### src/design/tsf_pkg.sv
// shared command and status types for the triangle scanline filler
package tsf_pkg;

    // commands from the controller to the datapath
    typedef struct packed {
        logic load;       // capture and sort a new triangle
        logic step;       // advance to the next row
        logic mul;        // register edge products
        logic start;      // form the numerator and start the divider
        logic store;      // round and store one edge x
        logic store_mid;  // the stored edge belongs to the middle-row probe
        logic sel_short;  // evaluate the short path instead of the long edge
        logic use_mid;    // evaluate at the middle row instead of the current row
        logic emit;       // load the output register with a span
    } t_cmd;

    // status from the datapath to the controller
    typedef struct packed {
        logic active;
        logic div_done;
        logic out_free;
    } t_sts;

endpackage

### src/design/tsf_div.sv
// iterative restoring divider, one quotient bit per cycle
module tsf_div #(
    parameter int COORD_BITS = 12
) (
    input  logic                      i_clk,
    input  logic                      i_rst_n,
    input  logic                      i_start,
    input  logic [2*COORD_BITS+2:0]   i_num,
    input  logic [COORD_BITS-1:0]     i_den,
    output logic                      o_done,
    output logic [COORD_BITS-1:0]     o_quo,
    output logic [COORD_BITS-1:0]     o_rem
);
    localparam int TW = 2 * COORD_BITS + 3;
    localparam int CW = $clog2(COORD_BITS);

    logic [TW-1:0]         r_rem, n_rem;
    logic [TW-1:0]         r_dsr;
    logic [COORD_BITS-1:0] r_quo;
    logic [CW-1:0]         r_cnt;
    logic                  r_busy;
    logic                  r_done;
    logic                  ge;

    // trial subtraction against the shifted divisor
    always_comb begin
        ge    = (r_rem >= r_dsr);
        n_rem = ge ? (r_rem - r_dsr) : r_rem;
    end

    // control: busy flag, bit counter, done pulse
    always_ff @(posedge i_clk) begin
        if (!i_rst_n) begin
            r_busy <= 1'b0;
            r_done <= 1'b0;
            r_cnt  <= '0;
        end else begin
            r_done <= 1'b0;
            if (i_start) begin
                r_busy <= 1'b1;
                r_cnt  <= CW'(COORD_BITS - 1);
            end else if (r_busy) begin
                r_cnt <= r_cnt - CW'(1);
                if (r_cnt == '0) begin
                    r_busy <= 1'b0;
                    r_done <= 1'b1;
                end
            end
        end
    end

    // datapath: remainder, divisor and quotient shift
    always_ff @(posedge i_clk) begin
        if (i_start) begin
            r_rem <= i_num;
            r_dsr <= TW'(i_den) << (COORD_BITS - 1);
            r_quo <= '0;
        end else if (r_busy) begin
            r_rem <= n_rem;
            r_dsr <= r_dsr >> 1;
            r_quo <= {r_quo[COORD_BITS-2:0], ge};
        end
    end

    assign o_done = r_done;
    assign o_quo  = r_quo;
    assign o_rem  = r_rem[COORD_BITS-1:0];

endmodule

### src/design/tsf_dp.sv
// datapath: vertex store, edge evaluation and span output register
module tsf_dp #(
    parameter int COORD_BITS = 12,
    parameter int COLOR_BITS = 24
) (
    input  logic                          i_clk,
    input  logic                          i_rst_n,
    input  tsf_pkg::t_cmd                 i_cmd,
    output tsf_pkg::t_sts                 o_sts,
    input  logic signed [COORD_BITS-1:0]  i_v0_x,
    input  logic signed [COORD_BITS-1:0]  i_v0_y,
    input  logic signed [COORD_BITS-1:0]  i_v1_x,
    input  logic signed [COORD_BITS-1:0]  i_v1_y,
    input  logic signed [COORD_BITS-1:0]  i_v2_x,
    input  logic signed [COORD_BITS-1:0]  i_v2_y,
    input  logic [COLOR_BITS-1:0]         i_fill_rgb,
    output logic                          o_out_valid,
    input  logic                          i_out_ready,
    output logic signed [COORD_BITS-1:0]  o_row,
    output logic signed [COORD_BITS-1:0]  o_x_start,
    output logic signed [COORD_BITS-1:0]  o_x_end,
    output logic [COLOR_BITS-1:0]         o_span_rgb,
    output logic                          o_last
);
    import tsf_pkg::*;

    localparam int C  = COORD_BITS;
    localparam int DW = COORD_BITS + 1;
    localparam int TW = 2 * COORD_BITS + 3;

    typedef logic signed [C-1:0] t_crd;

    t_crd r_x [3];
    t_crd r_y [3];
    t_crd r_row;
    t_crd r_lx, r_sx;
    logic r_lol;
    logic r_active;
    logic [COLOR_BITS-1:0] r_color;

    // sort network on the incoming vertices
    t_crd a_x [3], a_y [3], b_x [3], b_y [3], s_x [3], s_y [3];
    always_comb begin
        a_x = '{i_v0_x, i_v1_x, i_v2_x};
        a_y = '{i_v0_y, i_v1_y, i_v2_y};
        b_x = a_x;
        b_y = a_y;
        if (a_y[1] < a_y[0]) begin
            b_x[0] = a_x[1]; b_y[0] = a_y[1];
            b_x[1] = a_x[0]; b_y[1] = a_y[0];
        end
        s_x = b_x;
        s_y = b_y;
        if (b_y[2] < b_y[0]) begin
            s_x[0] = b_x[2]; s_y[0] = b_y[2];
            s_x[2] = b_x[0]; s_y[2] = b_y[0];
        end
        b_x = s_x;
        b_y = s_y;
        if (b_y[2] < b_y[1]) begin
            s_x[1] = b_x[2]; s_y[1] = b_y[2];
            s_x[2] = b_x[1]; s_y[2] = b_y[1];
        end
    end

    // middle row and edge operand selection
    logic signed [DW-1:0] mid_diff, mid_full;
    t_crd y_ev, xa, ya, xb, yb;
    logic signed [DW-1:0] den, dx, dy;
    logic signed [2*DW-1:0] m1, m2;
    always_comb begin
        mid_diff = DW'(r_y[2]) - DW'(r_y[0]) + DW'(1);
        mid_full = DW'(r_y[0]) + (mid_diff >>> 1);
        y_ev = i_cmd.use_mid ? mid_full[C-1:0] : r_row;
        if (!i_cmd.sel_short) begin
            xa = r_x[0]; ya = r_y[0]; xb = r_x[2]; yb = r_y[2];
        end else if (y_ev < r_y[1]) begin
            xa = r_x[0]; ya = r_y[0]; xb = r_x[1]; yb = r_y[1];
        end else begin
            xa = r_x[1]; ya = r_y[1]; xb = r_x[2]; yb = r_y[2];
        end
        den = DW'(yb) - DW'(ya);
        dx  = DW'(xb) - DW'(xa);
        dy  = DW'(y_ev) - DW'(ya);
        m1  = (2*DW)'(DW'(xa)) * (2*DW)'(den);
        m2  = (2*DW)'(dx) * (2*DW)'(dy);
    end

    // product registers
    logic signed [2*DW-1:0] r_p1, r_p2;
    t_crd                   r_xa;
    logic [C-1:0]           r_den;
    logic                   r_flat;
    always_ff @(posedge i_clk) begin
        if (i_cmd.mul) begin
            r_p1   <= m1;
            r_p2   <= m2;
            r_xa   <= xa;
            r_den  <= den[C-1:0];
            r_flat <= (den == '0);
        end
    end

    // numerator magnitude and sign
    logic signed [TW-1:0] t_num;
    logic [TW-1:0]        t_mag;
    logic                 r_neg;
    always_comb begin
        t_num = TW'(r_p1) + TW'(r_p2);
        t_mag = t_num[TW-1] ? TW'(-t_num) : TW'(t_num);
    end
    always_ff @(posedge i_clk) begin
        if (i_cmd.start) r_neg <= t_num[TW-1];
    end

    logic         div_done;
    logic [C-1:0] quo, rem;
    tsf_div #(.COORD_BITS(COORD_BITS)) u_div (
        .i_clk   (i_clk),
        .i_rst_n (i_rst_n),
        .i_start (i_cmd.start),
        .i_num   (t_mag),
        .i_den   (r_den),
        .o_done  (div_done),
        .o_quo   (quo),
        .o_rem   (rem)
    );

    // round half away from zero
    logic         rbit;
    logic [C:0]   qr;
    logic [C:0]   qs;
    t_crd         res;
    always_comb begin
        rbit = ({rem, 1'b0} >= {1'b0, r_den});
        qr   = {1'b0, quo} + (C+1)'(rbit);
        qs   = r_neg ? (C+1)'(-qr) : qr;
        res  = r_flat ? r_xa : qs[C-1:0];
    end

    // triangle state
    logic emit_last;
    assign emit_last = (r_row >= r_y[2]);
    always_ff @(posedge i_clk) begin
        if (!i_rst_n) begin
            r_active <= 1'b0;
        end else if (i_cmd.load) begin
            r_active <= 1'b1;
        end else if (i_cmd.emit && emit_last) begin
            r_active <= 1'b0;
        end
    end

    always_ff @(posedge i_clk) begin
        if (i_cmd.load) begin
            r_x     <= s_x;
            r_y     <= s_y;
            r_row   <= s_y[0];
            r_color <= i_fill_rgb;
        end else if (i_cmd.step) begin
            r_row <= r_row + C'(1);
        end
        if (i_cmd.store) begin
            if (!i_cmd.sel_short) r_lx <= res;
            else r_sx <= res;
            if (i_cmd.store_mid && i_cmd.sel_short) r_lol <= (r_lx < res);
        end
    end

    // output register
    always_ff @(posedge i_clk) begin
        if (!i_rst_n) begin
            o_out_valid <= 1'b0;
        end else if (i_cmd.emit) begin
            o_out_valid <= 1'b1;
        end else if (i_out_ready) begin
            o_out_valid <= 1'b0;
        end
    end
    always_ff @(posedge i_clk) begin
        if (i_cmd.emit) begin
            o_row      <= r_row;
            o_x_start  <= r_lol ? r_lx : r_sx;
            o_x_end    <= r_lol ? r_sx : r_lx;
            o_span_rgb <= r_color;
            o_last     <= emit_last;
        end
    end

    assign o_sts.active   = r_active;
    assign o_sts.div_done = div_done;
    assign o_sts.out_free = !o_out_valid || i_out_ready;

endmodule

### src/design/tsf_ctrl.sv
// controller state machine sequencing loads, edge evaluations and emits
module tsf_ctrl (
    input  logic          i_clk,
    input  logic          i_rst_n,
    input  logic          i_in_valid,
    input  logic          i_kind,
    output logic          o_in_ready,
    input  tsf_pkg::t_sts i_sts,
    output tsf_pkg::t_cmd o_cmd
);
    import tsf_pkg::*;

    typedef enum logic [5:0] {
        S_IDLE = 6'b000001,
        S_MUL  = 6'b000010,
        S_SUM  = 6'b000100,
        S_DIV  = 6'b001000,
        S_RND  = 6'b010000,
        S_OUT  = 6'b100000
    } t_state;

    t_state r_state, n_state;
    logic   r_short, n_short;
    logic   r_mid, n_mid;

    // next state and commands
    always_comb begin
        n_state       = r_state;
        n_short       = r_short;
        n_mid         = r_mid;
        o_cmd         = '0;
        o_cmd.sel_short = r_short;
        o_cmd.use_mid   = r_mid;
        unique case (r_state)
            S_IDLE: begin
                if (i_in_valid) begin
                    if (!i_kind) begin
                        o_cmd.load = 1'b1;
                        n_mid      = 1'b1;
                        n_short    = 1'b0;
                        n_state    = S_MUL;
                    end else if (i_sts.active) begin
                        o_cmd.step = 1'b1;
                        n_mid      = 1'b0;
                        n_short    = 1'b0;
                        n_state    = S_MUL;
                    end
                end
            end
            S_MUL: begin
                o_cmd.mul = 1'b1;
                n_state   = S_SUM;
            end
            S_SUM: begin
                o_cmd.start = 1'b1;
                n_state     = S_DIV;
            end
            S_DIV: begin
                if (i_sts.div_done) n_state = S_RND;
            end
            S_RND: begin
                o_cmd.store     = 1'b1;
                o_cmd.store_mid = r_mid;
                if (!r_short) begin
                    n_short = 1'b1;
                    n_state = S_MUL;
                end else if (r_mid) begin
                    n_mid   = 1'b0;
                    n_short = 1'b0;
                    n_state = S_MUL;
                end else begin
                    n_state = S_OUT;
                end
            end
            S_OUT: begin
                if (i_sts.out_free) begin
                    o_cmd.emit = 1'b1;
                    n_state    = S_IDLE;
                end
            end
            default: n_state = S_IDLE;
        endcase
    end

    // state registers
    always_ff @(posedge i_clk) begin
        if (!i_rst_n) begin
            r_state <= S_IDLE;
            r_short <= 1'b0;
            r_mid   <= 1'b0;
        end else begin
            r_state <= n_state;
            r_short <= n_short;
            r_mid   <= n_mid;
        end
    end

    assign o_in_ready = (r_state == S_IDLE);

endmodule

### src/design/triangle_scanline_filler_unit.sv
// top level: scanline triangle filler, controller plus datapath
// each edge x is found in the states S_MUL, S_SUM, S_DIV and S_RND; a next-row transfer
// evaluates both edges at the new row, a load both at the middle row and then at the top row.
// throughput: one item at a time; input is ready again once the span is registered,
// later while the previous span still waits at the output.
// reset: synchronous active low; clears controller, output valid and active flag.
module triangle_scanline_filler_unit #(
    parameter int COORD_BITS = 12,
    parameter int COLOR_BITS = 24
) (
    input  logic                          i_clk,
    input  logic                          i_rst_n,
    input  logic                          i_in_valid,
    output logic                          o_in_ready,
    input  logic                          i_kind,
    input  logic signed [COORD_BITS-1:0]  i_v0_x,
    input  logic signed [COORD_BITS-1:0]  i_v0_y,
    input  logic signed [COORD_BITS-1:0]  i_v1_x,
    input  logic signed [COORD_BITS-1:0]  i_v1_y,
    input  logic signed [COORD_BITS-1:0]  i_v2_x,
    input  logic signed [COORD_BITS-1:0]  i_v2_y,
    input  logic [COLOR_BITS-1:0]         i_fill_rgb,
    output logic                          o_out_valid,
    input  logic                          i_out_ready,
    output logic signed [COORD_BITS-1:0]  o_row,
    output logic signed [COORD_BITS-1:0]  o_x_start,
    output logic signed [COORD_BITS-1:0]  o_x_end,
    output logic [COLOR_BITS-1:0]         o_span_rgb,
    output logic                          o_last
);
    import tsf_pkg::*;

    t_cmd cmd;
    t_sts sts;

    tsf_ctrl u_ctrl (
        .i_clk      (i_clk),
        .i_rst_n    (i_rst_n),
        .i_in_valid (i_in_valid),
        .i_kind     (i_kind),
        .o_in_ready (o_in_ready),
        .i_sts      (sts),
        .o_cmd      (cmd)
    );

    tsf_dp #(
        .COORD_BITS (COORD_BITS),
        .COLOR_BITS (COLOR_BITS)
    ) u_dp (
        .i_clk       (i_clk),
        .i_rst_n     (i_rst_n),
        .i_cmd       (cmd),
        .o_sts       (sts),
        .i_v0_x      (i_v0_x),
        .i_v0_y      (i_v0_y),
        .i_v1_x      (i_v1_x),
        .i_v1_y      (i_v1_y),
        .i_v2_x      (i_v2_x),
        .i_v2_y      (i_v2_y),
        .i_fill_rgb  (i_fill_rgb),
        .o_out_valid (o_out_valid),
        .i_out_ready (i_out_ready),
        .o_row       (o_row),
        .o_x_start   (o_x_start),
        .o_x_end     (o_x_end),
        .o_span_rgb  (o_span_rgb),
        .o_last      (o_last)
    );

`ifndef NO_ASSERTIONS
    // a load transfer starts edge evaluation, so input stalls next cycle
    a_load_busy: assert property (@(posedge i_clk) disable iff (!i_rst_n)
        (i_in_valid && o_in_ready && !i_kind) |=> !o_in_ready)
        else $error("input ready after load transfer");

    // a new span is only produced while the input side is stalled
    a_emit_busy: assert property (@(posedge i_clk) disable iff (!i_rst_n)
        $rose(o_out_valid) |-> $past(!o_in_ready))
        else $error("span produced while idle");

    // leaving reset, no span is pending and the block takes input
    a_reset_clear: assert property (@(posedge i_clk) disable iff (!i_rst_n)
        $rose(i_rst_n) |-> (!o_out_valid && o_in_ready))
        else $error("state not cleared by reset");
`endif

endmodule

### config.mk
export PLATFORM = sky130hd
export DESIGN_NAME = triangle_scanline_filler_unit
export DESIGN_NICKNAME = d
export VERILOG_FILES = /design/src/design/tsf_pkg.sv /design/src/design/tsf_div.sv /design/src/design/tsf_dp.sv /design/src/design/tsf_ctrl.sv /design/src/design/triangle_scanline_filler_unit.sv
export SDC_FILE = /design/constraint.sdc
export NUM_CORES = 2
export LEC_CHECK = 0
export BUFFER_PORTS_ARGS = -buffer_cell sky130_fd_sc_hd__buf_4
export CORE_ASPECT_RATIO = 0.6
export CORE_UTILIZATION = 50
export DETAILED_ROUTE_END_ITERATION = 7
export GPL_TIMING_DRIVEN = 0
export PLACE_DENSITY = 0.66
export SLEW_MARGIN = 25
export SYNTH_ARGS = -nofsm -noshare
export SYNTH_HDL_FRONTEND = slang
export SYNTH_SLANG_ARGS = --single-unit
### constraint.sdc
create_clock -name i_clk -period 30.8 [get_ports i_clk]
set_input_delay 0 -clock i_clk [delete_from_list [all_inputs] [get_ports i_clk]]
set_output_delay 0 -clock i_clk [all_outputs]
set_load 0.01 [all_outputs]
==> flow_metrics.tcl <==
set metrics [dict create \
    grt_max_degree 71 \
    clkSinkCount 349 \
    synthArstFlopShare_pct 0 \
    worstMarginPinSlew_ns 1.23 \
    core_mm2 0.0670 \
    wl_per_cell_um 19.9 \
    wirelength_mm 94.6 \
    cts_root_buf "clkbuf_16" \
    setup_viol 0 \
    ios 164 \
    synth_compound_area_share_pct 11.7 \
    rows 73 \
    drv_slew 0 \
    post-cts-setup-buffer-count 0 \
    floorplan.die.width_um 340 \
    synth_edf_count 310 \
    cp_max_fo 10 \
    antenna_found_initial 0 \
    arrival_ns 17.25 \
    required_ns 31.11 \
    netlist_area_mm2 0.0343 \
    synth_xor_area_share_pct 5.03 \
    drc 3 \
    hp-class "in -> reg" \
    outcome "finished, violations left" \
    initial_core_util_pct 51.2 \
    slew_headroom_pct 17.2 \
    violations "design-rule violations" \
    synth.mux.area_fraction_pct 4.15 \
    critPathMaxStageDelay_ns 0.88 \
    synth_seq_area_share_pct 29.4 \
    synthAdderAreaFrac_pct 30.3 \
    numPortBuffers 163 \
    synth-main-ff-cell "edfxtp_1" \
    mappedNetlistNets 4235 \
    timing.critical_path.buf_inv 9 \
    ant_nets 0 \
    finalSetupTns_ns 0 \
    netlist_instances 3494 \
    die_y_um 205 \
    grt_pass1_vias 25471 \
    fillerInstances 5888 \
    detailedPlace.worstSlack_ns 14.44 \
    met1_usage_pct 44.6 \
    final-hold-violation-count 0 \
    multi_input_area_mm2 0.0220 \
    layout-drive-gt1-share_pct 9.37 \
    crit_type "reg -> reg" \
    cts_made_buffers 37 \
    first_iter_violations 2799 \
    whs_ns 0.0458 \
    yosys.area_share.simple_pct 12.8 \
    skew_ns 0.0519 \
    grtUsageMet2_pct 36.1 \
    grt_pass1_wl_mm 148 \
    track_usage_pct 27.7 \
    rsz0062_at_grt "false" \
    htree_levels 2 \
    start_kind "register" \
    global_route.overflow_total 0 \
    area_growth_pct 14.5 \
    clock_path_buffers 3 \
    num-nets-final 4577 \
    ys_ff_latch 349 \
    period_minus_slack_ns 16.95 \
    maxCapViolations 0 \
    avgSynthCellArea_um2 9.82 \
    cp_slowest_cell "xor2_1" \
    critPathTopFamily "compound AO/OA/AOI/OAI gates" \
    drt_pass1_iterations 8 \
    die_area_mm2 0.0697 \
    clock_latency_ns 0.61 \
    setup_slack_ns 13.85 \
    viasPerCell 5.59 \
    fin_crit_sh_pct 55.0 \
    clk_pin_slew_ns 0.08 \
    clock.fmax_mhz 59.0 \
    top_usage_layer "met1" \
    synth-warning-count 0 \
    ff_latch_area_mm2 0.0101 \
    route.vias.total 26640 \
    cts_tree "done" \
    gp_congestion 1.00 \
    grt_use_met3_pct 7.87 \
    crit_path_end_kind "register" \
    synth_top_family_by_area "adder cells" \
    dp_hpwl_mm 76.5 \
    ys_types 92 \
]
## repair_timing
action                                 4_1_cts  5_1_grt
resized for setup                            0        0
endpoints found under the hold margin      112        0
hold buffers                               128        0
## per-layer routing
metal / vias up / share of wire [%]
met5: - / 0
met4: 0 / 1.2
met3: 81 / 11
met2: 1045 / 37
met1: 12986 / 50
li1: 12528 / -
## logic make-up after synthesis
| group | after synthesis |
|---|---|
| AO/OA/AOI/OAI | 618 |
| XOR/XNOR | 197 |
| adder cells (fa/ha/maj) | 640 |
| buffers and inverters | 603 |
| flip-flops | 349 |
| multiplexers | 134 |
| AND/OR/NAND/NOR | 953 |
## synthesized netlist by cell type (17+ instances only)
cell / instances / area (um^2)
a21oi_1: 172 / 861
and2_1: 58 / 363
nand2_1: 325 / 1220
nand2b_1: 42 / 263
mux2_2: 66 / 743
a31oi_1: 22 / 138
o21bai_1: 22 / 165
o21a_1: 32 / 240
inv_1: 492 / 1850
o21ai_0: 141 / 706
and3_1: 27 / 169
nor3_1: 37 / 185
xnor2_1: 138 / 1210
or2_2: 19 / 119
fa_1: 318 / 6370
o22ai_1: 17 / 106
a21o_1: 58 / 435
ha_1: 322 / 4030
edfxtp_1: 310 / 9310
nand3_1: 56 / 280
clkbuf_1: 82 / 308
nor2_1: 280 / 1050
nor2b_1: 45 / 282
dfxtp_1: 39 / 781
mux2i_1: 68 / 681
xor2_1: 59 / 517
## area by class of cell
cell class                 instances  area share, %
multi-input combinational       2542           56.0
buffer                           105           1.07
antenna                            2         0.0127
inverter                         498           4.77
timing repair buffer             303           6.72
tap                              900           2.87
clock inverter                    18          0.350
clock buffer                      47           2.58
sequential                       349           25.7
## cells in the final DEF, fill, tap and decap left out, types with 16 or more instances in the layout
cell type,Yosys,routed
dfxtp_1,39,39
xnor2_1,138,134
and2_1,58,58
o21a_1,32,32
nor3_1,37,37
clkbuf_16,0,38
nor2b_1,45,44
nand2_1,325,324
fa_1,318,318
clkbuf_1,82,88
mux2i_1,68,67
inv_1,492,491
a21o_1,58,58
and3_1,27,27
nand2b_1,42,42
a21oi_1,172,172
nor2_1,280,279
mux2_2,66,66
a31oi_1,22,21
buf_4,1,173
or2_2,19,19
nand3_1,56,56
ha_1,322,322
edfxtp_1,310,310
o21ai_0,141,141
a21boi_0,16,16
xor2_1,59,59
o22ai_1,17,17
o21bai_1,22,22
dlygate4sd3_1,0,128
## state kept, by name (all words and copies together) (netlist names), 4 cells and up
register and count:
u_dp.r_y 36, u_ctrl.r_state 6, u_dp.u_div.o_quo 12, u_dp.r_xa 12, u_dp.u_div.r_cnt 4, u_dp.r_lx 12
u_dp.r_row 12, u_dp.r_den 12, u_dp.u_div.r_rem 27, u_dp.o_x_start 12, u_dp.o_row 12, u_dp.u_div.r_dsr 23
u_dp.r_x 36, u_dp.o_span_rgb 24, u_dp.r_p2 26, u_dp.r_sx 12, u_dp.r_p1 25, u_dp.o_x_end 12
u_dp.r_color 24
## worst min-delay path: cells and delay by family
| family | cells | cell delay [ns] |
|---|---|---|
| muxes | 1 | 0.10 |
| buffers and inverters | 1 | 0.09 |
| AOI/OAI and AO/OA | 1 | 0.31 |
## through the flow
stage	area [um^2]	utilization, %	std cells
floorplan	34300	-	3494
global placement	36700	54.7	4557
detailed placement	36800	54.9	4569
CTS	39300	58.6	4762
global route	39300	58.6	4762
finish	39300	58.6	4764
## worst paths after layout
| path | depth (start not counted) | startpoint | endpoint | slack [ns] |
|---|---|---|---|---|
| worst max-delay path | 60 | u_dp.r_y[1] | u_dp.r_p1[24] | 13.85 |
| worst min-delay path | 3 | i_v1_y[6] | u_dp.r_y[18] | 0.05 |
| worst max register to register | 60 | u_dp.r_y[1] | u_dp.r_p1[24] | 13.85 |
| worst min register to register | 0 | u_dp.r_color[7] | u_dp.o_span_rgb[7] | 0.40 |
Power is left out: the tool's default activity adds up to more than one toggle a clock period on the data nets, which glitch-free logic cannot reach.
